<file path="src/design/tds_pkg.sv">
// package for the triangle depth sort unit
// types and constants shared by the front end, key queue and sorter; no dependencies
`default_nettype none
package tds_pkg;

  localparam int unsigned IdxW   = 6;
  localparam int unsigned CoordW = 32;
  localparam int unsigned KeyW   = 64;
  localparam int unsigned ProdW  = 64;
  localparam int unsigned AccW   = 67;

  localparam logic [1:0] RegCoeffX = 2'd0;
  localparam logic [1:0] RegCoeffY = 2'd1;
  localparam logic [1:0] RegCoeffZ = 2'd2;
  localparam logic [1:0] RegOffset = 2'd3;

  localparam logic signed [KeyW-1:0] KeyMax = {1'b0, {(KeyW-1){1'b1}}};
  localparam logic signed [KeyW-1:0] KeyMin = {1'b1, {(KeyW-1){1'b0}}};

  typedef struct packed {
    logic [IdxW-1:0]        idx;
    logic signed [KeyW-1:0] key;
    logic                   last;
  } key_item_t;

  typedef enum logic [2:0] {
    SRT_LOAD,
    SRT_SCAN,
    SRT_EMIT,
    SRT_NEXT
  } srt_state_t;

  function automatic logic signed [KeyW-1:0] sat_key(input logic signed [AccW-1:0] v);
    logic signed [KeyW-1:0] r;
    begin
      if (v > $signed({{(AccW-KeyW){KeyMax[KeyW-1]}}, KeyMax})) r = KeyMax;
      else if (v < $signed({{(AccW-KeyW){KeyMin[KeyW-1]}}, KeyMin})) r = KeyMin;
      else r = v[KeyW-1:0];
      return r;
    end
  endfunction

endpackage
`default_nettype wire

</file>
<file path="src/design/tds_queue.sv">
// short queue between the front end and the sorter
// depends on tds_pkg
`default_nettype none
module tds_queue
  import tds_pkg::*;
(
  input  wire logic      clk,
  input  wire logic      rst,
  input  wire logic      wr_en,
  input  wire key_item_t wr_item,
  output logic           space,
  output logic           rd_valid,
  output key_item_t      rd_item,
  input  wire logic      rd_en
);

  localparam int unsigned Depth = 8;
  key_item_t        mem [Depth];
  logic [2:0]       wp, rp;
  logic [3:0]       cnt;

  // four slots kept free for the three front stages plus one
  assign space    = (cnt <= 4'd4);
  assign rd_valid = (cnt != 4'd0);
  assign rd_item  = mem[rp];

  always_ff @(posedge clk) begin
    if (rst) begin
      wp <= '0;
      rp <= '0;
      cnt <= '0;
    end else begin
      if (wr_en) wp <= wp + 3'd1;
      if (rd_en && rd_valid) rp <= rp + 3'd1;
      cnt <= cnt + {3'd0, wr_en} - {3'd0, rd_en && rd_valid};
    end
  end

  always_ff @(posedge clk) begin
    if (wr_en) mem[wp] <= wr_item;
  end

endmodule
`default_nettype wire

</file>
<file path="config.mk">
export PLATFORM = sky130hd
export DESIGN_NAME = tds_queue
export DESIGN_NICKNAME = d
export VERILOG_FILES = /design/src/design/tds_pkg.sv /design/src/design/tds_queue.sv
export SDC_FILE = /design/constraint.sdc
export NUM_CORES = 1
export LEC_CHECK = 0
export BUFFER_PORTS_ARGS = -buffer_cell sky130_fd_sc_hd__buf_2
export CAP_MARGIN = 5
export CORE_MARGIN = 10
export CORE_UTILIZATION = 25
export CTS_CLUSTER_SIZE = 14
export DETAILED_ROUTE_END_ITERATION = 10
export PLACE_DENSITY = 0.42
export REMOVE_ABC_BUFFERS = 1
export SYNTH_ARGS = -nofsm -noshare
export SYNTH_HDL_FRONTEND = slang
export SYNTH_SLANG_ARGS = --single-unit
</file>
<file path="constraint.sdc">
create_clock -name clk -period 9.6 [get_ports clk]
set_clock_uncertainty 0.15 [all_clocks]
set_input_delay 0.48 -clock clk [delete_from_list [all_inputs] [get_ports clk]]
set_output_delay 0.48 -clock clk [all_outputs]
set_load 0.01 [all_outputs]
</file>
Yosys cells after proc, flatten, opt, wreduce, memory -nomap -nowiden:

Memory sizes are Yosys's and may differ from the RTL's. A register that Yosys moved wholly into a read port is not among the register bits.
Cells that the tools add are included.

* memories kept: 1
* flip-flop bits (word level): 10
* memory bits (writable): 568
* bits of input ports: 75
* logic and storage cells: 15

* reductions and logical operators: 2
* $add $sub $neg: 4
* mux-type cells: 4
* $lt $le $gt $ge: 1

Memory list
* mem: words 8, width 71, rd ports 1, clocked after memory_dff 1, wr ports 1, RTL line tds_queue.sv:18 `key_item_t mem [Depth];`

Operators with widths (count)
* 3-bit by 1-bit adder with 3-bit output, second input constant: 2
* 3-bit 2-to-1 mux: 2
* 4-bit by 1-bit adder with 4-bit output: 1
* 4-bit by 3-bit less-or-equal comparator with 1-bit output, second input constant: 1
* 4-bit nonzero test: 1
* 4-bit by 1-bit subtractor with 4-bit output: 1
* 1-bit 2-to-1 mux: 2
* 1-bit logical AND: 1

Logic depth before layout (Yosys ltp):

Gate-level depths: netlist of the first run.

* depth in word-level cells: 4
* depth in mapped cells: 11
* depth with buffers taken out: 11

Worst setup path after synthesis of the first run:

No wires, ideal clock.

* kind: input to register
* from: in wr_en
* to: mem mem[0][0] in the netlist's numbering, enable pin
* path slack: 3.469 ns
* data arrival time: 5.394 ns
* path buffers: 0
* data required time: 8.863 ns
* stages: 2
* cell sequence: nand2b_1 -> nor3_1

* word-level cells in the longest chain between the ends: 2

RTL lines
* start: declaration: RTL line tds_queue.sv:9 `input wire logic wr_en,`
* 1-bit 2-to-1 mux: RTL line tds_queue.sv:40 `if (wr_en) mem[wp] <= wr_item;`
* 1-bit 2-to-1 mux (implied by the code): RTL line tds_queue.sv:40
* end: declaration: RTL line tds_queue.sv:18

Every way passes these cells.

==> impl_metrics.ini, run 1 <==
[global_routing]
grt_usage_pct = 10.31
first_global_vias = 11510
grt_max_degree = 57
antenna_found_initial = 5
grt_pass1_wl_um = 76320
grt-ovfl-total = 0

[clock_network]
tritoncts = done
path_clk_slew_ns = 0.05
cts_setup_buffers = 0
cts-root-buf = clkbuf_16
clock_path_buffers = 3
cts_sinks = 581
clkLatencyLatePin_ns = 0.58
htree_num_levels = 3
cts_buffers = 68

[routing]
ant_nets = 0
vias = 10010
routed_wl_um = 51120
wl_per_cell_um = 21.56
post-route-drc-count = 0
drt-pass1-iter-count = 5
via_per_inst = 4.223
drt_iter0_drc = 623

[job]
maxCapViolations = 0

[cells_and_area]
fill_cells = 8331
drive_above_1_share_pct = 39.75
final_nets = 1248
layout_common_cells = 568 x edfxtp_1, 147 x buf_2, 142 x mux4_2
fin_util_pct = 30.93
final_common_cell = edfxtp_1
syn2layout_area_growth_pct = 22.47

[synth]
synthAdderAreaFrac_pct = 0.4903
yosys_warnings = 0
ys_types = 25
yosysTopAreaCellShare_pct = 77.72
seq_area_frac_synth_pct = 78.91
synth_area_leaders = edfxtp_1 78%, mux4_2 15%, mux2_2 3.6%, dfxtp_1 1.2%, buf_6 0.46%
synth_top_family_by_area = multiplexers
synth-xor-area-share_pct = 0.1197
ys_ff_latch = 581
synth.avg_cell_area_sq_um = 24.38
synthSimpleGateAreaFrac_pct = 0.6556
synth_compound_area_share_pct = 0.3364
synth_cells = 900
synth_mux_area_share_pct = 18.26
netlist_area_sq_um = 21950
synth_top_cell_by_area = edfxtp_1

[sta]
timing.fmax_ghz = 0.2135
hold_viol_final = 0
finalCritPeriodShare_pct = 48.78
rsz0062_at_grt = no
tightest_slew_ns = 0.9402
drv_slew = 0
maxSlewHeadroom_pct = 37.32
finalWorstPathRequiredPeriod_ns = 4.683
timing.hold.ws_ns = 0.03849
fin_tns_setup_ns = 0
setup_viol = 0

[floorplanning]
dieHeight_um = 316.3
core_area_sq_um = 86890
start_util_pct = 25.26
ios = 148
dieArea_sq_um = 100000
std_cell_rows = 108
die_w_um = 316.3

[critical_path]
reg2reg_depth = 4
crit_required_ns = 8.97
end_kind = primary output
endpoint = rd_item[26]
rr_startpoint = wp[0]
worstSetupStartpointType = register
cp_max_fo = 43
r2r-end = mem[1][55]
crit_type = reg2out
cp.arrival_ns = 4.05
r2r_slack_ns = 6.94

[power]
p_leak_nw = 8.415
irDropWorstVdd_uv = 115.3
pwr-share-clk_pct = 40.0
p_sw_share_pct = 23.46
comb_power_share_pct = 11.9
power_frac_seq_pct = 48.1
p_sw_mw = 1.425
p_int_mw = 4.650
finalPower_mw = 6.075
powerDensity_nw_per_um2 = 226.0

[placed_design]
finalWeightedCongestion = 0.6695
dp.final_hpwl_um = 26830
portBuffers = 147

[run_status]
status = finished clean

[worst_hold_path]
hp-class = in2reg
==> per-stage QoR <==
step | std cells | worst slack, ns | cell area, sq um
6_report | 2371 | 4.917 | 26880
5_1_grt | 2371 | 4.450 | 26880
4_1_cts | 2370 | 4.616 | 26880
3_5_place_dp | 2183 | 5.262 | 24120
3_3_place_gp | 2183 | 5.307 | 24120
2_1_floorplan | 859 | 2.158 | 21710
==> critical path: stages (launching register included) <==
cell and delay, ns:
dfxtp_4 0.87, buf_4 0.69, buf_4 0.84, mux4_2 0.60
mux2_2 0.28, buf_2 0.14
==> per-layer routing <==
layer	vias to the layer above	global-route usage [%]	wire length, um
met5	-	0	37
met2	179	16.60	24440
met1	5400	13.58	23180
met4	6	3.629	1102
li1	4353	-	-
met3	74	2.318	2356
==> cells in the mapped netlist <==
library cell and count:
nand3_1 3, edfxtp_1 568, buf_6 9, mux2i_1 1, dfxtp_1 13, xnor2_1 1, mux4_2 142, mux2_2 71
or3_1 2, nor3b_1 1, nor3_1 2, a31o_2 1, ha_1 7, nand2b_1 4, clkbuf_1 16, fa_1 1
xor2_1 2, nand2_1 5, nor2b_1 1, nor2_1 13, o21ai_0 5, inv_1 8, buf_1 1, a21oi_1 8
buf_2 15
==> worst min path at each step <==
stage | startpoint | slack (ns) | to | depth (start not counted)
detailed placement | rp[2] | 0.35 | rp[2] | 2
finish | wr_item[54] | 0.04 | mem[3][54] | 1
global placement | rp[2] | 0.35 | rp[2] | 2
CTS | wr_item[54] | 0.003 | mem[1][54] | 1
floorplan | rp[2] | 0.32 | register | 2
global route | wr_item[54] | 0.03 | mem[3][54] | 1
==> state kept, by name, summed over array words and instances (netlist names), named ones only <==
signal	cells
mem	568
cnt	4
rp	3
wp	3
==> cell type report <==
class	instances	area (sq um)	share of cell area, %
flip-flops and latches	581	17330	64.47
repair buffers	236	1572	5.847
well taps	1155	1445	5.377
multi-input cells	270	4414	16.42
inverters	8	30.03	0.1117
clock buffers	83	1779	6.620
diodes	1	2.502	0.009310
clock inverters	37	307.8	1.145
==> power groups by stage <==
| stage | combinational [mW] | sequential, mW | clock, mW |
|---|---|---|---|
| 2_1_floorplan | 0.447 | 3.00 | 0 |
| 3_3_place_gp | 0.727 | 2.98 | 0 |
| 3_5_place_dp | 0.733 | 2.98 | 0 |
| 4_1_cts | 0.760 | 2.93 | 2.53 |
| 5_1_grt | 0.801 | 2.93 | 2.63 |
| 6_report | 0.723 | 2.92 | 2.43 |
==> repair_timing <==
action                                 4_1_cts  5_1_grt
gates resized for setup                      0        0
endpoints found under the hold margin      528        0
hold buffers                                67        0
==> cell families after synthesis <==
group                    Yosys count
flip-flops                       581
multiplexers                     214
buffers and inverters             49
AND/OR/NAND/NOR                   31
AO/OA/AOI/OAI                     14
adder cells (fa/ha/maj)            8
XOR/XNOR                           3
Power figures use the tool's default switching activity.
==> run 2: changes to the inputs <==
Clock period 9.6 ns to 4.9 ns, I/O delays scaled along.
==> run 2 against run 1 <==
  * Final area is 1.3% higher
  * Non-clock buffer count up 6
  * Sequential cell count unchanged
  * Die area did not move
  * Sequential power is 96% higher
  * Wire length grew 0.71%
  * First-iteration DRC count shrank 27%
  * Highest routed layer unchanged
  * Count of clock-buffer cells in the layout rose by 1
  * Final cell count grew 0.46%
  * Critical path type unchanged
  * Setup slack worse by 3.4 ns
==> impl_metrics.ini, run 2 (synthesis results as in run 1) <==
[cells_and_area]
largest_reg_flops = 568
layout_common_cells = 568 x edfxtp_1, 147 x buf_2, 142 x mux4_2
final_common_cell = edfxtp_1
stdcell_count = 2382
drive_above_1_share_pct = 40.21
final_nets = 1255
top_register = mem
syn2layout_area_growth_pct = 24.07
top_regs = mem x568, cnt x4

[routing]
routed_wl_um = 51480
via_per_inst = 4.203
ant_nets = 0
wl_per_cell_um = 21.61
vias = 10010
drt-pass1-iter-count = 4
drt_iter0_drc = 457
post-route-drc-count = 0

[clock_network]
htree_num_levels = 3
clock_path_buffers = 3
cts_resized = 0
path_clk_slew_ns = 0.05
cts_buffers = 69
clkLatencyLatePin_ns = 0.59
cts-root-buf = clkbuf_16
cts_sinks = 581
tritoncts = done
cts_setup_buffers = 0

[worst_hold_path]
hp-class = in2reg

[power]
powerDensity_nw_per_um2 = 450.7
irDropWorstVdd_uv = 239.6
finalPower_mw = 12.27
p_leak_nw = 8.556

[critical_path]
crit_required_ns = 4.51
crit_family = flip-flops
cp_max_fo = 40
worstPathCellList = buf_12 -> mux4_2 -> mux2_2 -> buf_2
end_kind = primary output
critPathMaxStageDelay_ns = 0.96
worstSetupStartpointType = register
critPathBufInv = 2
cpMaxStageDelayCell = dfxtp_4
cp.arrival_ns = 2.99
crit_type = reg2out

[sta]
finalWorstPathRequiredPeriod_ns = 3.386
setup_viol = 0
timing.fmax_ghz = 0.2953
rsz0062_at_grt = no
hold_viol_final = 0
finalCritPeriodShare_pct = 69.10
tightest_slew_ns = 0.9423
maxSlewHeadroom_pct = 37.18
drv_slew = 0

[global_routing]
grt_max_degree = 81
grt_pass1_wl_um = 76480
first_global_vias = 11380
grt-ovfl-total = 0
grt_usage_pct = 10.38
antenna_found_initial = 4

[floorplanning]
core_area_sq_um = 86890
die_w_um = 316.3
dieHeight_um = 316.3
ios = 148
start_util_pct = 25.26
std_cell_rows = 108
dieArea_sq_um = 100000

[placed_design]
portBuffers = 147
dp.final_hpwl_um = 26340
finalWeightedCongestion = 0.6605
dp.cells = 2182

[run_status]
status = finished clean

[job]
maxCapViolations = 0
[run 2: cell types whose count changed in the layout (fill, tap and decap cells not counted), sizes merged]
| cell | delta |
|---|---|
| dlygate4sd3 | +7 |
| bufinv | +3 |
| buf | -1 |
| clkbuf | +1 |
| clkinv | +1 |
| clkinvlp | +1 |
| inv | -1 |
[run 2: per-stage QoR]
| step | hold WS (ns) | cell area (sq um) | setup WS [ns] | util [%] | TNS (ns) |
|---|---|---|---|---|---|
| floorplan | 0.1617 | 21710 | -2.307 | - | -323.12 |
| global placement | 0.3374 | 24210 | 1.998 | 27.86 | 0 |
| detailed placement | 0.3515 | 24210 | 2.002 | 27.86 | 0 |
| CTS | 0.2681 | 27220 | 1.364 | 31.33 | 0 |
| global route | 0.3079 | 27230 | 1.259 | 31.34 | 0 |
| finish | 0.3083 | 27230 | 1.514 | 31.34 | 0 |
[run 2: repair_timing]
item | 4_1_cts | 5_1_grt
hold endpoints to repair | 581 | 0
hold buffers | 74 | 0
setup endpoints to repair | 0 | 0
[run 2: final timing paths]
kind / from / endpoint / slack, ns / cells after the start
setup / recovery: register / rd_item[63] / 1.51 / 4
hold / removal: wr_item[14] / mem[0][14] / 0.31 / 2
setup reg to reg: cnt[2] / cnt[1] / 2.43 / 10
hold reg to reg: rp[2] / register / 0.36 / 2
[run 2: power by group]
part	internal [mW]	switching (mW)
Clock	3.09	2.01
Combinational	0.732	0.731
Sequential	5.61	0.108
[run 2: area by class of cell]
| class | instances | area (sq um) |
|---|---|---|
| sequential | 581 | 17330 |
| inverter | 8 | 30.03 |
| clock inverter | 41 | 405.4 |
| antenna | 1 | 2.502 |
| fill | 8333 | 59660 |
| tap | 1155 | 1445 |
| timing repair buffer | 242 | 1734 |
| clock buffer | 84 | 1868 |
| multi-input combinational | 270 | 4414 |
[run 2: metal layers]
layer	global-route usage [%]	share of wire (%)	up-vias
li1	-	-	4384
met1	13.58	44	5352
met2	16.83	48	196
met3	2.448	5.1	74
met4	3.469	2.0	6
met5	0	0.066	-
